<file path="src/hw/rtl/lse_pkg.sv">
// Shared types, constants and fixed-point helpers of the LPC signal extrapolator.
// Used by the divider and the top level; depends on nothing.
package lse_pkg;

   localparam int ORDER      = 24;
   localparam int RING_DEPTH = 512;
   localparam int RING_AW    = 9;
   localparam int COEF_AW    = 5;
   localparam int ACF_DEPTH  = ORDER + 1;
   localparam int ACF_W      = 48;
   localparam int COEF_W     = 32;
   localparam int COUNT_W    = 10;
   localparam int SAMPLE_W   = 16;

   // divider geometry: magnitude of a 64-bit numerator over a 32-bit error
   localparam int DIV_NUM_W  = 64;
   localparam int DIV_DEN_W  = 32;
   localparam int DIV_CNT_W  = 7;
   localparam int REFL_W     = 25;

   localparam logic [COUNT_W-1:0] MIN_WINDOW       = 10'd96;
   localparam logic [COUNT_W-1:0] HIST_LIMIT_RESET = 10'd480;
   localparam logic signed [31:0] DAMP_Q30         = 32'sd1063004406;
   localparam logic signed [64:0] ACC_BOUND        = 65'sh0_4000_0000_0000_0000;
   localparam logic [23:0]        REFL_MAX         = 24'hFF_FFFF;

   localparam logic [2:0] ADDR_HISTORY_LIMIT = 3'd0;

   typedef enum logic [1:0] {
      KIND_PUSH  = 2'd0,
      KIND_EMIT  = 2'd1,
      KIND_CLEAR = 2'd2
   } kind_type;

   function automatic logic signed [31:0] sat32(input logic signed [64:0] v);
      if (v > 65'sh0_0000_0000_7FFF_FFFF)
         return 32'sh7FFF_FFFF;
      if (v < -65'sh0_0000_0000_8000_0000)
         return -32'sh8000_0000;
      return v[31:0];
   endfunction

   function automatic logic signed [63:0] sat_acc(input logic signed [64:0] v);
      if (v > ACC_BOUND)
         return ACC_BOUND[63:0];
      if (v < -ACC_BOUND)
         return 64'(-ACC_BOUND);
      return v[63:0];
   endfunction

   function automatic logic signed [63:0] round24(input logic signed [63:0] v);
      logic signed [63:0] t;
      t = v + 64'sd8388608;
      return t >>> 24;
   endfunction

   function automatic logic signed [63:0] round30(input logic signed [63:0] v);
      logic signed [63:0] t;
      t = v + 64'sd536870912;
      return t >>> 30;
   endfunction

endpackage

</file>
<file path="src/hw/rtl/lse_div.sv">
// Serial restoring divider for the reflection coefficient: one quotient bit a cycle,
// truncation toward zero, result clamped to the Q24 range. Depends on lse_pkg.
module lse_div (
   input  logic                                  clock,
   input  logic                                  reset,
   input  logic                                  start,
   input  logic signed [lse_pkg::DIV_NUM_W-1:0]  num,
   input  logic [lse_pkg::DIV_DEN_W-1:0]         den,
   output logic                                  done,
   output logic signed [lse_pkg::REFL_W-1:0]     quot
);

   logic                               active_ff, active_in;
   logic                               done_ff, done_in;
   logic [lse_pkg::DIV_CNT_W-1:0]      cnt_ff, cnt_in;
   logic                               neg_ff, neg_in;
   logic [lse_pkg::DIV_DEN_W-1:0]      den_ff, den_in;
   logic [lse_pkg::DIV_DEN_W-1:0]      rem_ff, rem_in;
   logic [lse_pkg::DIV_NUM_W-1:0]      q_ff, q_in;
   logic signed [lse_pkg::REFL_W-1:0]  quot_ff, quot_in;
   logic [lse_pkg::DIV_DEN_W:0]        shifted;
   logic [lse_pkg::DIV_DEN_W:0]        diff;
   logic                               fits;
   logic [23:0]                        mag;

   always_comb begin
      shifted   = {rem_ff, q_ff[lse_pkg::DIV_NUM_W-1]};
      diff      = shifted - {1'b0, den_ff};
      fits      = shifted >= {1'b0, den_ff};
      mag       = (q_ff > 64'(lse_pkg::REFL_MAX)) ? lse_pkg::REFL_MAX : q_ff[23:0];
      active_in = active_ff;
      done_in   = 1'b0;
      cnt_in    = cnt_ff;
      neg_in    = neg_ff;
      den_in    = den_ff;
      rem_in    = rem_ff;
      q_in      = q_ff;
      quot_in   = quot_ff;
      if (start) begin
         active_in = 1'b1;
         cnt_in    = 7'(lse_pkg::DIV_NUM_W);
         neg_in    = num[lse_pkg::DIV_NUM_W-1];
         den_in    = den;
         rem_in    = '0;
         q_in      = num[lse_pkg::DIV_NUM_W-1] ? 64'(-num) : 64'(num);
      end else if (active_ff && cnt_ff != '0) begin
         rem_in = fits ? diff[lse_pkg::DIV_DEN_W-1:0] : shifted[lse_pkg::DIV_DEN_W-1:0];
         q_in   = {q_ff[lse_pkg::DIV_NUM_W-2:0], fits};
         cnt_in = cnt_ff - 7'd1;
      end else if (active_ff) begin
         active_in = 1'b0;
         done_in   = 1'b1;
         quot_in   = neg_ff ? -$signed({1'b0, mag}) : $signed({1'b0, mag});
      end
   end

   always_ff @(posedge clock) begin
      if (reset) begin
         active_ff <= 1'b0;
         done_ff   <= 1'b0;
      end else begin
         active_ff <= active_in;
         done_ff   <= done_in;
      end
      cnt_ff  <= cnt_in;
      neg_ff  <= neg_in;
      den_ff  <= den_in;
      rem_ff  <= rem_in;
      q_ff    <= q_in;
      quot_ff <= quot_in;
   end

   assign done = done_ff;
   assign quot = quot_ff;

endmodule

</file>
<file path="config.mk">
export PLATFORM = sky130hd
export DESIGN_NAME = lse_div
export DESIGN_NICKNAME = d
export VERILOG_FILES = /design/src/hw/rtl/lse_pkg.sv /design/src/hw/rtl/lse_div.sv
export SDC_FILE = /design/constraint.sdc
export NUM_CORES = 1
export LEC_CHECK = 0
export BUFFER_PORTS_ARGS = -buffer_cell sky130_fd_sc_hd__buf_2
export CORE_MARGIN = 3
export CORE_UTILIZATION = 45
export CTS_CLUSTER_DIAMETER = 100
export DETAILED_ROUTE_END_ITERATION = 7
export SYNTH_ARGS = -nofsm -noshare
export SYNTH_HDL_FRONTEND = slang
export SYNTH_SLANG_ARGS = --single-unit
</file>
<file path="constraint.sdc">
create_clock -name clock -period 3.7 [get_ports clock]
set_clock_uncertainty 0.05 [all_clocks]
set_input_delay 0.74 -clock clock [delete_from_list [all_inputs] [get_ports clock]]
set_output_delay 0.74 -clock clock [all_outputs]
set_load 0.05 [all_outputs]
</file>
### Word-level counts from Yosys, hierarchy flattened

Index checks and enable logic that the tools add are counted.

| word-level totals | value |
|---|---|
| bits in registers | 163 |
| input port bits | 99 |
| output and inout bits | 26 |
| logic and storage cells | 32 |

| cells by class | value |
|---|---|
| $add $sub $neg | 4 |
| $lt $le $gt $ge | 2 |
| equality and inequality tests | 1 |
| mux-type cells | 9 |
| bitwise logic cells | 2 |
| reduce and logical (&&, ||, !) cells | 5 |

Operator list:

| operator | number |
|---|---|
| 2-to-1 mux 64 bit | 3 |
| greater-than comparator 64 x 24 -> 1 bit (second input constant) | 1 |
| negator 64 bit | 1 |
| 2-to-1 mux 24 bit | 2 |
| greater-or-equal comparator 33 x 32 -> 1 bit | 1 |
| 2-to-1 mux 32 bit | 1 |
| subtractor 32 bit | 1 |
| negator 24 -> 25 bit | 1 |
| nonzero test 7 bit | 1 |
| subtractor 7 x 1 -> 7 bit (second input constant) | 1 |
| 2-to-1 mux 1 bit | 3 |
| AND reduction 3 bit | 1 |
| OR reduction 3 bit | 1 |
| inequality test 2 bit (second input constant) | 1 |
| inverter 1 bit | 2 |
| nonzero test 2 bit | 1 |
| logical AND 1 bit | 1 |

### Depth between registers and ports, before layout

Gate-level depths: netlist (run 1).

| logic depth | value |
|---|---|
| depth after elaboration | 4 |
| mapped depth | 13 |
| mapped depth without buffers | 11 |

### Least setup slack after synthesis (run 1)

No wires, ideal clock.

| path | value |
|---|---|
| path type | input -> register |
| start | input port num[0] (netlist name) |
| end | register q_ff[56] (netlist name) (data pin) |
| setup time | 260 ps |
| arrival time | 3049 ps |
| data required time | 3390 ps |
| slack | 341 ps |
| stages on the path | 10 |
| buffers on the path | 0 |
| cell sequence | inv_1 -> ha_1 -> or3b_2 -> nor3_1 -> nand3_1 -> or2_2 -> o41ai_1 -> nand2_1 -> xor2_1 -> mux2_2 |

| on the way | value |
|---|---|
| longest elaborated chain between the ends | 3 |

RTL lines:

| item | RTL line | text |
|---|---|---|
| start: declaration | lse_div.sv:7 | `input logic signed [lse_pkg::DIV_NUM_W-1:0] num,` |
| negator 64 bit | lse_div.sv:45 | `q_in = num[lse_pkg::DIV_NUM_W-1] ? 64'(-num) : 64'(num);` |
| 2-to-1 mux 64 bit | lse_div.sv:45 |  |
| 2-to-1 mux 64 bit | lse_div.sv:39 | `if (start) begin` |
| net q_in, one bit | lse_div.sv:19 | `logic [lse_pkg::DIV_NUM_W-1:0] q_ff, q_in;` |
| end signal: assignment | lse_div.sv:69 | `q_ff <= q_in;` |
| end: declaration | lse_div.sv:19 |  |

The timed path passes the listed nets, and every way through them passes these cells.
A chain may end at the register's enable or synchronous reset.

### Final worst setup path (run 1)

| path | value |
|---|---|
| start | register den_ff[28] (netlist name) |
| end | register rem_ff[0] (netlist name) |

| on the way | value |
|---|---|
| longest elaborated chain between the ends | 2 |

RTL lines:

| item | RTL line | text |
|---|---|---|
| start: declaration | lse_div.sv:17 | `logic [lse_pkg::DIV_DEN_W-1:0] den_ff, den_in;` |
| start signal: assignment | lse_div.sv:67 | `den_ff <= den_in;` |
| greater-or-equal comparator 33 x 32 -> 1 bit | lse_div.sv:29 | `fits = shifted >= {1'b0, den_ff};` |
| 2-to-1 mux 32 bit | lse_div.sv:47 | `rem_in = fits ? diff[lse_pkg::DIV_DEN_W-1:0] : shifted[lse_pkg::DIV_DEN_W-1:0];` |
| end signal: assignment | lse_div.sv:68 | `rem_ff <= rem_in;` |
| end: declaration | lse_div.sv:18 | `logic [lse_pkg::DIV_DEN_W-1:0] rem_ff, rem_in;` |

No other way between the ends.

==> results of run 1 <==
## through the flow
step | power (W) | util | cells | cell area, sq um
after floorplan | 0.003254 | - | 1099 | 10230
after global placement | 0.003613 | 0.5045 | 1462 | 11150
after detailed placement | 0.003626 | 0.5045 | 1462 | 11150
after CTS | 0.005282 | 0.5285 | 1493 | 11680
after global routing | 0.005545 | 0.5286 | 1494 | 11680
final | 0.005247 | 0.5286 | 1494 | 11680
## per-layer routing
layer	up-vias	GRT usage
met1	3929	0.3133
met3	31	0.03623
li1	4305	-
met2	206	0.3101
met4	0	0.05044
met5	-	0
## kinds of logic after synthesis
| group | count (synthesis) |
|---|---|
| mux | 29 |
| fa+ha+maj | 36 |
| compound gates | 307 |
| flops | 163 |
| simple gates | 357 |
| xor+xnor | 92 |
| buf+inv | 115 |
## worst max-delay path, cell delays in order, from the launching register on
cell	delay (ps)
edfxtp_1	330
inv_1	60
ha_1	380
a21oi_1	230
o21ai_0	210
a221oi_1	370
a21boi_0	140
nor3_1	210
a21boi_1	580
buf_4	300
mux2_2	340
o22ai_1	90
## where the power goes
group	internal [W]	switching [W]	total (W)
logic	0.000507	0.000767	0.00127
registers	0.00219	0.000134	0.00233
clock network	0.000862	0.000785	0.00165
total	0.00356	0.00169	0.00525
## sequential cells by signal, summed over array words and instances, names as in the netlist
signal / count
q_ff: 64
den_ff: 32
rem_ff: 32
quot: 25
cnt_ff: 7
active_ff: 1
done: 1
neg_ff: 1
## area by class of cell
cell class | instances | area share
Multi-Input combinational cell | 821 | 0.4548
Sequential cell | 163 | 0.3840
Timing Repair Buffer | 146 | 0.06889
Clock buffer | 17 | 0.03643
Tap cell | 280 | 0.03000
Inverter | 52 | 0.01671
Clock inverter | 14 | 0.008999
Antenna cell | 1 | 0.0002143
## path summary, 6_finish.rpt
| path | slack [ps] | from | to |
|---|---|---|---|
| worst min-delay path | 440 | den[16] | den_ff[16] |
| worst max register to register | 320 | den_ff[28] | rem_ff[0] |
| worst max-delay path | 320 | den_ff[28] | rem_ff[0] |
| worst min register to register | 450 | rem_ff[21] | rem_ff[22] |
## synth_stat cells (4+ instances only)
master | number | area share
nor3_1 | 25 | 0.012
clkbuf_1 | 57 | 0.021
nand2_1 | 71 | 0.026
nand4_1 | 18 | 0.011
mux2i_1 | 23 | 0.022
o21ai_0 | 63 | 0.031
o21a_1 | 12 | 0.0088
nand3_1 | 14 | 0.0068
o22ai_1 | 4 | 0.0024
xnor2_1 | 18 | 0.015
a21o_1 | 10 | 0.0073
nand2b_1 | 9 | 0.0055
or4_1 | 10 | 0.0073
and3_1 | 5 | 0.0031
a211oi_1 | 27 | 0.020
edfxtp_1 | 122 | 0.36
o211ai_1 | 4 | 0.0029
o41ai_1 | 10 | 0.0086
xor2_1 | 74 | 0.063
or3_1 | 20 | 0.012
and4_1 | 5 | 0.0043
o31ai_1 | 21 | 0.015
nor4_1 | 20 | 0.012
nor2b_1 | 7 | 0.0043
mux2_2 | 6 | 0.0066
a21oi_1 | 100 | 0.049
ha_1 | 35 | 0.043
dfxtp_1 | 41 | 0.080
or2_2 | 9 | 0.0055
nor2_1 | 125 | 0.046
o311ai_0 | 16 | 0.014
a31oi_1 | 4 | 0.0024
inv_1 | 52 | 0.019
==> summary.md, run 1 <==
| Metric | Value |
|---|---|
| Vias in the first global route | 8140 |
| Arrival @ worst endpoint | 3680 ps |
| Leading cell type in the layout, fill and taps excluded | nor2_1 |
| DIE HEIGHT | 156.8 um |
| Simple-Gate Fraction of Synth Area | 0.1741 |
| FFs w/ async S/R, synth | 0 |
| CTS tree | yes |
| Skew-Pair Late Insertion Delay | 420 ps |
| Die width | 156.8 um |
| Multi-input logic area | 5311 sq um |
| Reg area | about 4500 sq um |
| Critical path endpoint category | flop |
| R2R depth | 11 |
| Slew margin rel. | 0.4229 |
| Gp weighted congestion | approximately 0.87 |
| Synthesized cell area | just over 10000 sq um |
| Peak supply drop | between 0.0002 and 0.00025 V |
| Routed Antenna Nets | 0 |
| Routed len/inst | 16.86 um |
| Worst EP required | ~4000 ps |
| Initial Util | 0.4632 |
| Core Footprint | 22090 sq um |
| Number of DRC markers in iteration 0 | 701 |
| Synth Net Count | 1234 |
| Rows | 54 |
| Post-Synth Adder-Cell Area | 0.04475 |
| Final min period | 3381 ps |
| Post-Route M1 WL | 12430 um |
| RSZ-0062 raised after global routing | false |
| Synth Flop Type | edfxtp_1 |
| Synth Register Bits | 163 |
| Layout cell share with drive strength beyond 1 | 0.1674 |
| Fin nets | 1336 |
| Initial antenna violation count | 1 |
| Post-Synth XOR/XNOR Area | 0.07874 |
| Area delta synth->final | 14.12% |
| Hold depth | 1 |
| DRT Pass-1 Iters | 6 |
| Routed wl met3 | 1289 um |
| Post-route setup TNS | 0 ps |
| DR top layer | met4 |
| Die Footprint | 24590 sq um |
| H-tree levels | 4 |
| Most frequent cells in the layout | nor2_1 (125), buf_2 (123), edfxtp_1 (122), a21oi_1 (100), xor2_1 (74) |
| Hold_buf cts | 0 |
| Worst Max-Slew Pin Slew | 865.6 ps |
| Fill cells | 2063 |
| CTS Buf Count | 17 |
| Final worst setup slack | 318.7 ps |
| Postcts setup bufs | 0 |
| # port buffers | 124 |
| Syn Inst Count | ~1100 |
| Setup violators final | 0 |
| Crit path max fanout | 8 |
| Clk slew on worst S/H paths | about 70 ps |
| Setup CP Type | flop to flop |
| Mux contribution to synthesized area | 0.02910 |
| Hold Crit Class | input port to flop |
| Largest family of logic cells by synthesized area | compound AO/OA/AOI/OAI gates |
| Pre-CTS WS | 77.16 ps |
| CTS Sinks | 163 |
| Largest net degree at the start of global routing | 66 |
| Ports | 125 |
| Leakage power figure | 4.512 nW |
| Max_cap viols | 0 |
| Post-synthesis sequential area ratio | 0.4382 |
| EDFF count, synth | 122 |
| Total wire length | 25190 um |
| Met2 Routed Length | 11060 um |
| Hold Slack | 438.4 ps |
| Post-cts sizing count | 0 |
| Pwr dens | 449.3 nW/um^2 |
| Avg Vias per Cell | 5.670 |
| Clk root buf | clkbuf_16 |
| Max-slew violation count | 0 |
| CTS Buffer Depth | 2 |
| Vias | 8471 |
| Yosys warnings | 0 |
| Final critical-path share of the clock period | 0.9139 |
| Mean area per synthesized cell | 9.312 sq um |
| Distinct cells, synth | 72 |
| GR Util All Layers | 0.2078 |
| GR Overflow Total | 0 |
| First-pass GRT wire length | 41590 um |
| Synth Area in Compound Gates | 0.1922 |
| Status | completed |
| Drt drc | 0 |
| Detailed Place HPWL | about 18000 um |
| Fmax | 295.7 MHz |
| Final hold viol count | 0 |
| Worst setup SP type | flop |
(Power assumes the default switching activity.)
==> run 2, diff against run 1 <==
--- a/config.mk
+++ b/config.mk
@@ -7,7 +7,7 @@
 export LEC_CHECK = 0
 export BUFFER_PORTS_ARGS = -buffer_cell sky130_fd_sc_hd__buf_2
 export CORE_MARGIN = 3
-export CORE_UTILIZATION = 45
+export CORE_UTILIZATION = 32
 export CTS_CLUSTER_DIAMETER = 100
 export DETAILED_ROUTE_END_ITERATION = 7
 export SYNTH_ARGS = -nofsm -noshare
==> run 2 against run 1 <==
Maximum frequency rose by 7.1%. Utilization shrank 15 points. Sequential power hardly changed. Die area grew 39%. Routed wire length grew 4.2%. Critical path depth down 4. Count of clock-buffer cells in the layout unchanged. Highest routed layer is now met5.
==> summary.md, run 2 (same netlist as run 1, synthesis figures left out) <==
| Metric | Value |
|---|---|
| Status | completed |
| # port buffers | 124 (unchanged) |
| Slew margin rel. | 0.2480 (-0.1749) |
| Final worst setup slack | 543.6 ps (+224.9 ps) |
| Core Util, Final | 0.3827 (-0.1459) |
| Area delta synth->final | 16.19% |
| RSZ-0062 raised after global routing | false |
| Total wire length | 26240 um (+4.2%) |
| DIE HEIGHT | 184.8 um (+18%) |
| Initial antenna violation count | 2 (+1) |
| CTS Buffer Depth | 2 (unchanged) |
| Max_cap viols | 0 (unchanged) |
| Largest net degree at the start of global routing | 111 (+68%) |
| Clk slew on worst S/H paths | 70 ps (about the same) |
| Post-cts sizing count | 0 (unchanged) |
| Gp weighted congestion | 0.9119 (+4.9%) |
| H-tree levels | 4 (unchanged) |
| Max-slew violation count | 0 (unchanged) |
| Max FFs per register | 64 (unchanged) |
| Worst hold start | den[19] |
| Final min period | 3156 ps (-224.9 ps) |
| Vias in the first global route | 8052 (-1.1%) |
| Number of DRC markers in iteration 0 | 765 (+9.1%) |
| Routed len/inst | 16.32 um (-3.2%) |
| R2R Path Start | q_ff[4] |
| Hold Slack | 429.1 ps (-9.359 ps) |
| Rows | 64 (+19%) |
| Post-route setup TNS | 0 ps (unchanged) |
| Avg Vias per Cell | 5.313 (-6.3%) |
| Final hold viol count | 0 (unchanged) |
| Vias | 8544 (+0.86%) |
| Fill cells | 3134 (+52%) |
| Leakage power figure | 4.559 nW (+1.0%) |
| Final critical-path share of the clock period | 0.8531 (-0.06079) |
| Pre-CTS WS | 116.2 ps (+39.03 ps) |
| Placed cell area | 11270 sq um (+1.1%) |
| Worst EP required | 3790 ps (-200 ps) |
| Hold_buf cts | 0 (unchanged) |
| GR Util All Layers | 0.1524 (-0.05543) |
| CTS tree | yes |
| Most frequent cells in the layout | nor2_1 (125), buf_2 (123), edfxtp_1 (122), a21oi_1 (100), xor2_1 (74) |
| Core Footprint | 31070 sq um (+41%) |
| Die width | 184.8 um (+18%) |
| Clk root buf | clkbuf_16 |
| R2R depth | 7 (-4) |
| Crit path max fanout | 6 (-2) |
| Min-Delay Endpoint | den_ff[19] |
| Layout cell share with drive strength beyond 1 | 0.1676 (+0.0002764) |
| DRT Pass-1 Iters | 6 (unchanged) |
| GR Overflow Total | 0 (unchanged) |
| First-pass GRT wire length | 42030 um (+1.1%) |
| Hold Crit Class | input port to flop |
| Skew-Pair Late Insertion Delay | 440 ps (+20 ps) |
| R2R Path End | quot[23] |
| R2R setup slack | 540 ps (+220 ps) |
| Fin nets | 1333 (-0.22%) |
| Drt drc | 0 (unchanged) |
| CTS Buf Count | 17 (unchanged) |
| Critical path endpoint category | flop |
| Setup CP Type | flop to flop |
| Worst Max-Slew Pin Slew | 1128 ps (+262.4 ps) |
| Worst setup SP type | flop |
| Fmax | 316.8 MHz (+7.1%) |
| Final instance area | 11890 sq um (+1.8%) |
| Peak supply drop | 0.0003345 V (+47%) |
| Initial Util | 0.3294 (-0.1338) |
| CTS Sinks | 163 (unchanged) |
| Detailed Place HPWL | 19220 um (+4.5%) |
| Setup violators final | 0 (unchanged) |
| Pwr dens | 462.7 nW/um^2 (+3.0%) |
| Postcts setup bufs | 0 (unchanged) |
| Hold depth | 1 (unchanged) |
| Ports | 125 (unchanged) |
| Routed Antenna Nets | 0 (unchanged) |
| Largest Register | q_ff |
| Arrival @ worst endpoint | 3250 ps (-430 ps) |
| Die Footprint | 34160 sq um (+39%) |
| CP startpoint | q_ff[4] |
| Largest regs | q_ff (64), den_ff (32), rem_ff (32) |
| Leading cell type in the layout, fill and taps excluded | nor2_1 |
## run 2: cell types whose count changed in the layout (fill, tap and decap cells not counted), sizes merged
| cell | change |
|---|---|
| clkinvlp | -4 |
| clkinv | -1 |
| bufinv | +3 |
| inv | +3 |
| buf | -3 |
## run 2: how the worst max path moves through the flow
stage            endpoint  cells after the start
4_1_cts          quot[23]                      7
6_report         quot[23]                      7
5_1_grt        rem_ff[22]                     11
3_3_place_gp     q_ff[48]                     10
2_1_floorplan    q_ff[56]                     10
3_5_place_dp     q_ff[48]                     12
## run 2: critical path: stages (launching register included)
cell and delay [ps]:
edfxtp_1 490, or4_4 610, nor4_4 220, or4b_1 510, nor4_1 380, nand2b_1 170
nor3_1 270, o311ai_0 160
## run 2: final cells by class
| cell class | instances | area [sq um] | share of cell area |
|---|---|---|---|
| Timing Repair Buffer | 143 | 782.0 | 0.06577 |
| Antenna cell | 1 | 2.502 | 0.0002105 |
| Multi-Input combinational cell | 821 | 5311 | 0.4467 |
| Tap cell | 396 | 495.5 | 0.04167 |
| Clock buffer | 17 | 425.4 | 0.03578 |
| Sequential cell | 163 | 4484 | 0.3771 |
| Clock inverter | 15 | 193.9 | 0.01631 |
| Inverter | 52 | 195.2 | 0.01642 |
## run 2: routing by layer
metal | wire length, um | global-route usage | vias to the layer above
li1 | - | - | 4283
met1 | 12740 | 0.2176 | 4032
met2 | 11760 | 0.2349 | 192
met3 | 1128 | 0.02435 | 35
met4 | 595 | 0.05342 | 2
met5 | 13 | 0 | -
## run 2: per-stage QoR
step	power, W	cells
floorplan	0.003254	1099
global placement	0.003619	1575
detailed placement	0.003633	1575
CTS	0.005541	1607
global route	0.005807	1608
finish	0.005501	1608
## run 2: report_power, final
group | internal (W) | switching [W]
sequential | 0.00219 | 0.000137
clock | 0.00109 | 0.000806
combinational | 0.000506 | 0.000775
==> run 3, diff against run 2 <==
==> constraint.sdc (replaced) <==
create_clock -name clock -period 3.09 [get_ports clock]
set_clock_uncertainty 0.05 [all_clocks]
set_input_delay 0.618 -clock clock [delete_from_list [all_inputs] [get_ports clock]]
set_output_delay 0.618 -clock clock [all_outputs]
set_load 0.05 [all_outputs]
==> run 3 against run 2 <==
Sequential share of layout area fell by 2.1 points. Utilization rose by 2.3 points. Register-to-register slack got worse by 500 ps. Flip-flop and latch count did not move. Combinational power rose by 33%. Setup slack got worse by 500 ps. Count of clock-buffer cells in the layout rose by 1. Total power rose by 20%. Design area rose by 6.0%. Sequential power rose by 19%. Routed wire length rose by 1.9%. Largest cell class unchanged. Largest power group unchanged. Highest routed layer unchanged.
==> summary.md, run 3 (same netlist as run 1, synthesis figures left out) <==
| Metric | Value |
|---|---|
| Hold_buf cts | 0 (unchanged) |
| Max_cap viols | 0 (unchanged) |
| Area delta synth->final | 23.11% |
| First-pass GRT wire length | 43060 um (+2.4%) |
| Detailed Place HPWL | 20050 um (+4.3%) |
| Leading cell type in the layout, fill and taps excluded | nor2_1 |
| R2R setup slack | 40 ps (-500 ps) |
| Routed Antenna Nets | 0 (unchanged) |
| Die Footprint | 34160 sq um (unchanged) |
| R2R Path Start | q_ff[62] |
| CP startpoint | q_ff[62] |
| Clk root buf | clkbuf_16 |
| Pre-CTS WS | -257.6 ps (-373.8 ps) |
| Hold Slack | 308.7 ps (-120.3 ps) |
| Number of DRC markers in iteration 0 | 540 (-29%) |
| Final min period | 3048 ps (-108.4 ps) |
| Worst path max stage delay | 550 ps (-60 ps) |
| Ports | 125 (unchanged) |
| Skew-Pair Late Insertion Delay | 430 ps (about the same) |
| Core Util, Final | 0.4055 (+0.02279) |
| Largest regs | q_ff (64), den_ff (32), rem_ff (32) |
| Avg Vias per Cell | 5.218 (-1.8%) |
| CTS Buffer Depth | 2 (unchanged) |
| CTS Sinks | 163 (unchanged) |
| Rows | 64 (unchanged) |
| RSZ-0062 raised after global routing | true |
| Final hold viol count | 0 (unchanged) |
| # port buffers | 124 (unchanged) |
| Worst Max-Slew Pin Slew | 685.0 ps (-443.0 ps) |
| Final critical-path share of the clock period | 0.9864 (+0.1333) |
| Setup CP Type | flop to flop |
| Largest Register | q_ff |
| Peak supply drop | 0.0004110 V (+23%) |
| Drt drc | 0 (unchanged) |
| Final worst setup slack | 42.00 ps (-501.6 ps) |
| GR Util All Layers | 0.1551 (+0.002705) |
| Worst hold start | den[19] |
| Initial Util | 0.3294 (unchanged) |
| GR Overflow Total | 0 (unchanged) |
| Critical path endpoint category | flop |
| Arrival @ worst endpoint | 3180 ps (-70 ps) |
| Fmax | 328.1 MHz (+3.6%) |
| Critical Path, Cell by Cell | nor4_1 > nand4_1 > or3_1 > buf_4 > inv_1 > nand2_1 > o311ai_0 |
| Largest net degree at the start of global routing | 123 (+11%) |
| Setup violators final | 0 (unchanged) |
| Gp weighted congestion | 0.9127 (about the same) |
| Vias in the first global route | 8451 (+5.0%) |
| DRT Pass-1 Iters | 5 (-1) |
| Leakage power figure | 4.952 nW (+8.6%) |
| Hold Crit Class | input port to flop |
| Clk slew on worst S/H paths | 70 ps (about the same) |
| Total wire length | 26760 um (+1.9%) |
| Post-route setup TNS | 0 ps (unchanged) |
| Max FFs per register | 64 (unchanged) |
| Pwr dens | 523.5 nW/um^2 (+13%) |
| CTS Buf Count | 17 (unchanged) |
| Core Footprint | 31070 sq um (unchanged) |
| H-tree levels | 4 (unchanged) |
| Power Total | 0.006596 W (+20%) |
| Initial antenna violation count | 3 (+1) |
| WP buf/inv | 2 (+2) |
| Layout cell share with drive strength beyond 1 | 0.2294 (+0.06178) |
| Vias | 8855 (+3.6%) |
| CTS tree | yes |
| Delay-heaviest family, CP | simple AND/OR/NAND/NOR gates |
| Worst EP required | 3220 ps (-570 ps) |
| DIE HEIGHT | 184.8 um (unchanged) |
| Fill cells | 3067 (-2.1%) |
| Die width | 184.8 um (unchanged) |
| Fin nets | 1421 (+6.6%) |
| Slowest library cell on the worst path | o311ai_0 |
| Most frequent cells in the layout | nor2_1 (125), buf_2 (123), edfxtp_1 (122), buf_4 (103), a21oi_1 (100) |
| Crit path max fanout | 18 (+12) |
| Max-slew violation count | 0 (unchanged) |
| Worst setup SP type | flop |
| Routed len/inst | 15.77 um (-3.4%) |
| Status | completed |
| Slew margin rel. | 0.5433 (+0.2953) |
-- run 3: changes by cell type in the layout (fill, tap and decap cells not counted), moves of 2 or more --
cell,before,now
inv_8,3,0
clkinvlp_4,1,6
buf_12,1,4
nor3_1,25,23
nor3_2,0,2
buf_4,18,103
clkinv_2,2,0
-- run 3: metal layers --
metal,up-vias,track usage,wire [um]
met5,-,0,7
met4,2,0.06152,747
met3,41,0.02494,990
met2,179,0.2402,12140
met1,4182,0.2173,12870
li1,4451,-,-
-- run 3: final cells by class --
cell class | count | area [sq um] | share of cell area
tap | 396 | 495.5 | 0.03933
multi-input combinational | 821 | 5356 | 0.4252
inverter | 52 | 195.2 | 0.01549
clock inverter | 14 | 152.6 | 0.01212
timing repair buffer | 231 | 1480 | 0.1175
clock buffer | 18 | 429.2 | 0.03407
antenna | 2 | 5.005 | 0.0003973
sequential | 163 | 4484 | 0.3559
-- run 3: path summary, 6_finish.rpt --
kind	to	cells after the start
worst max-delay path	quot[6]	7
worst min register to register	rem_ff[22]	2
worst max register to register	quot[6]	7
worst min-delay path	den_ff[19]	1
-- run 3: where the power goes --
| part | total, W | internal [W] | switching [W] |
|---|---|---|---|
| Combinational | 0.00170 | 0.000725 | 0.000971 |
| Clock | 0.00213 | 0.00120 | 0.000930 |
| Sequential | 0.00277 | 0.00262 | 0.000147 |
| Total | 0.00660 | 0.00455 | 0.00205 |
-- run 3: stage by stage --
stage	instances	area (sq um)
6_report	1697	12600
4_1_cts	1695	12560
3_5_place_dp	1663	11980
5_1_grt	1697	12600
3_3_place_gp	1663	11980
2_1_floorplan	1099	10250
-- run 3: what timing repair did --
action / in CTS / in global routing
cloned: 0 / 0
setup endpoints to repair: 1 / 16
setup buffers: 0 / 0
pin swaps: 0 / 1
gates resized for setup: 1 / 8
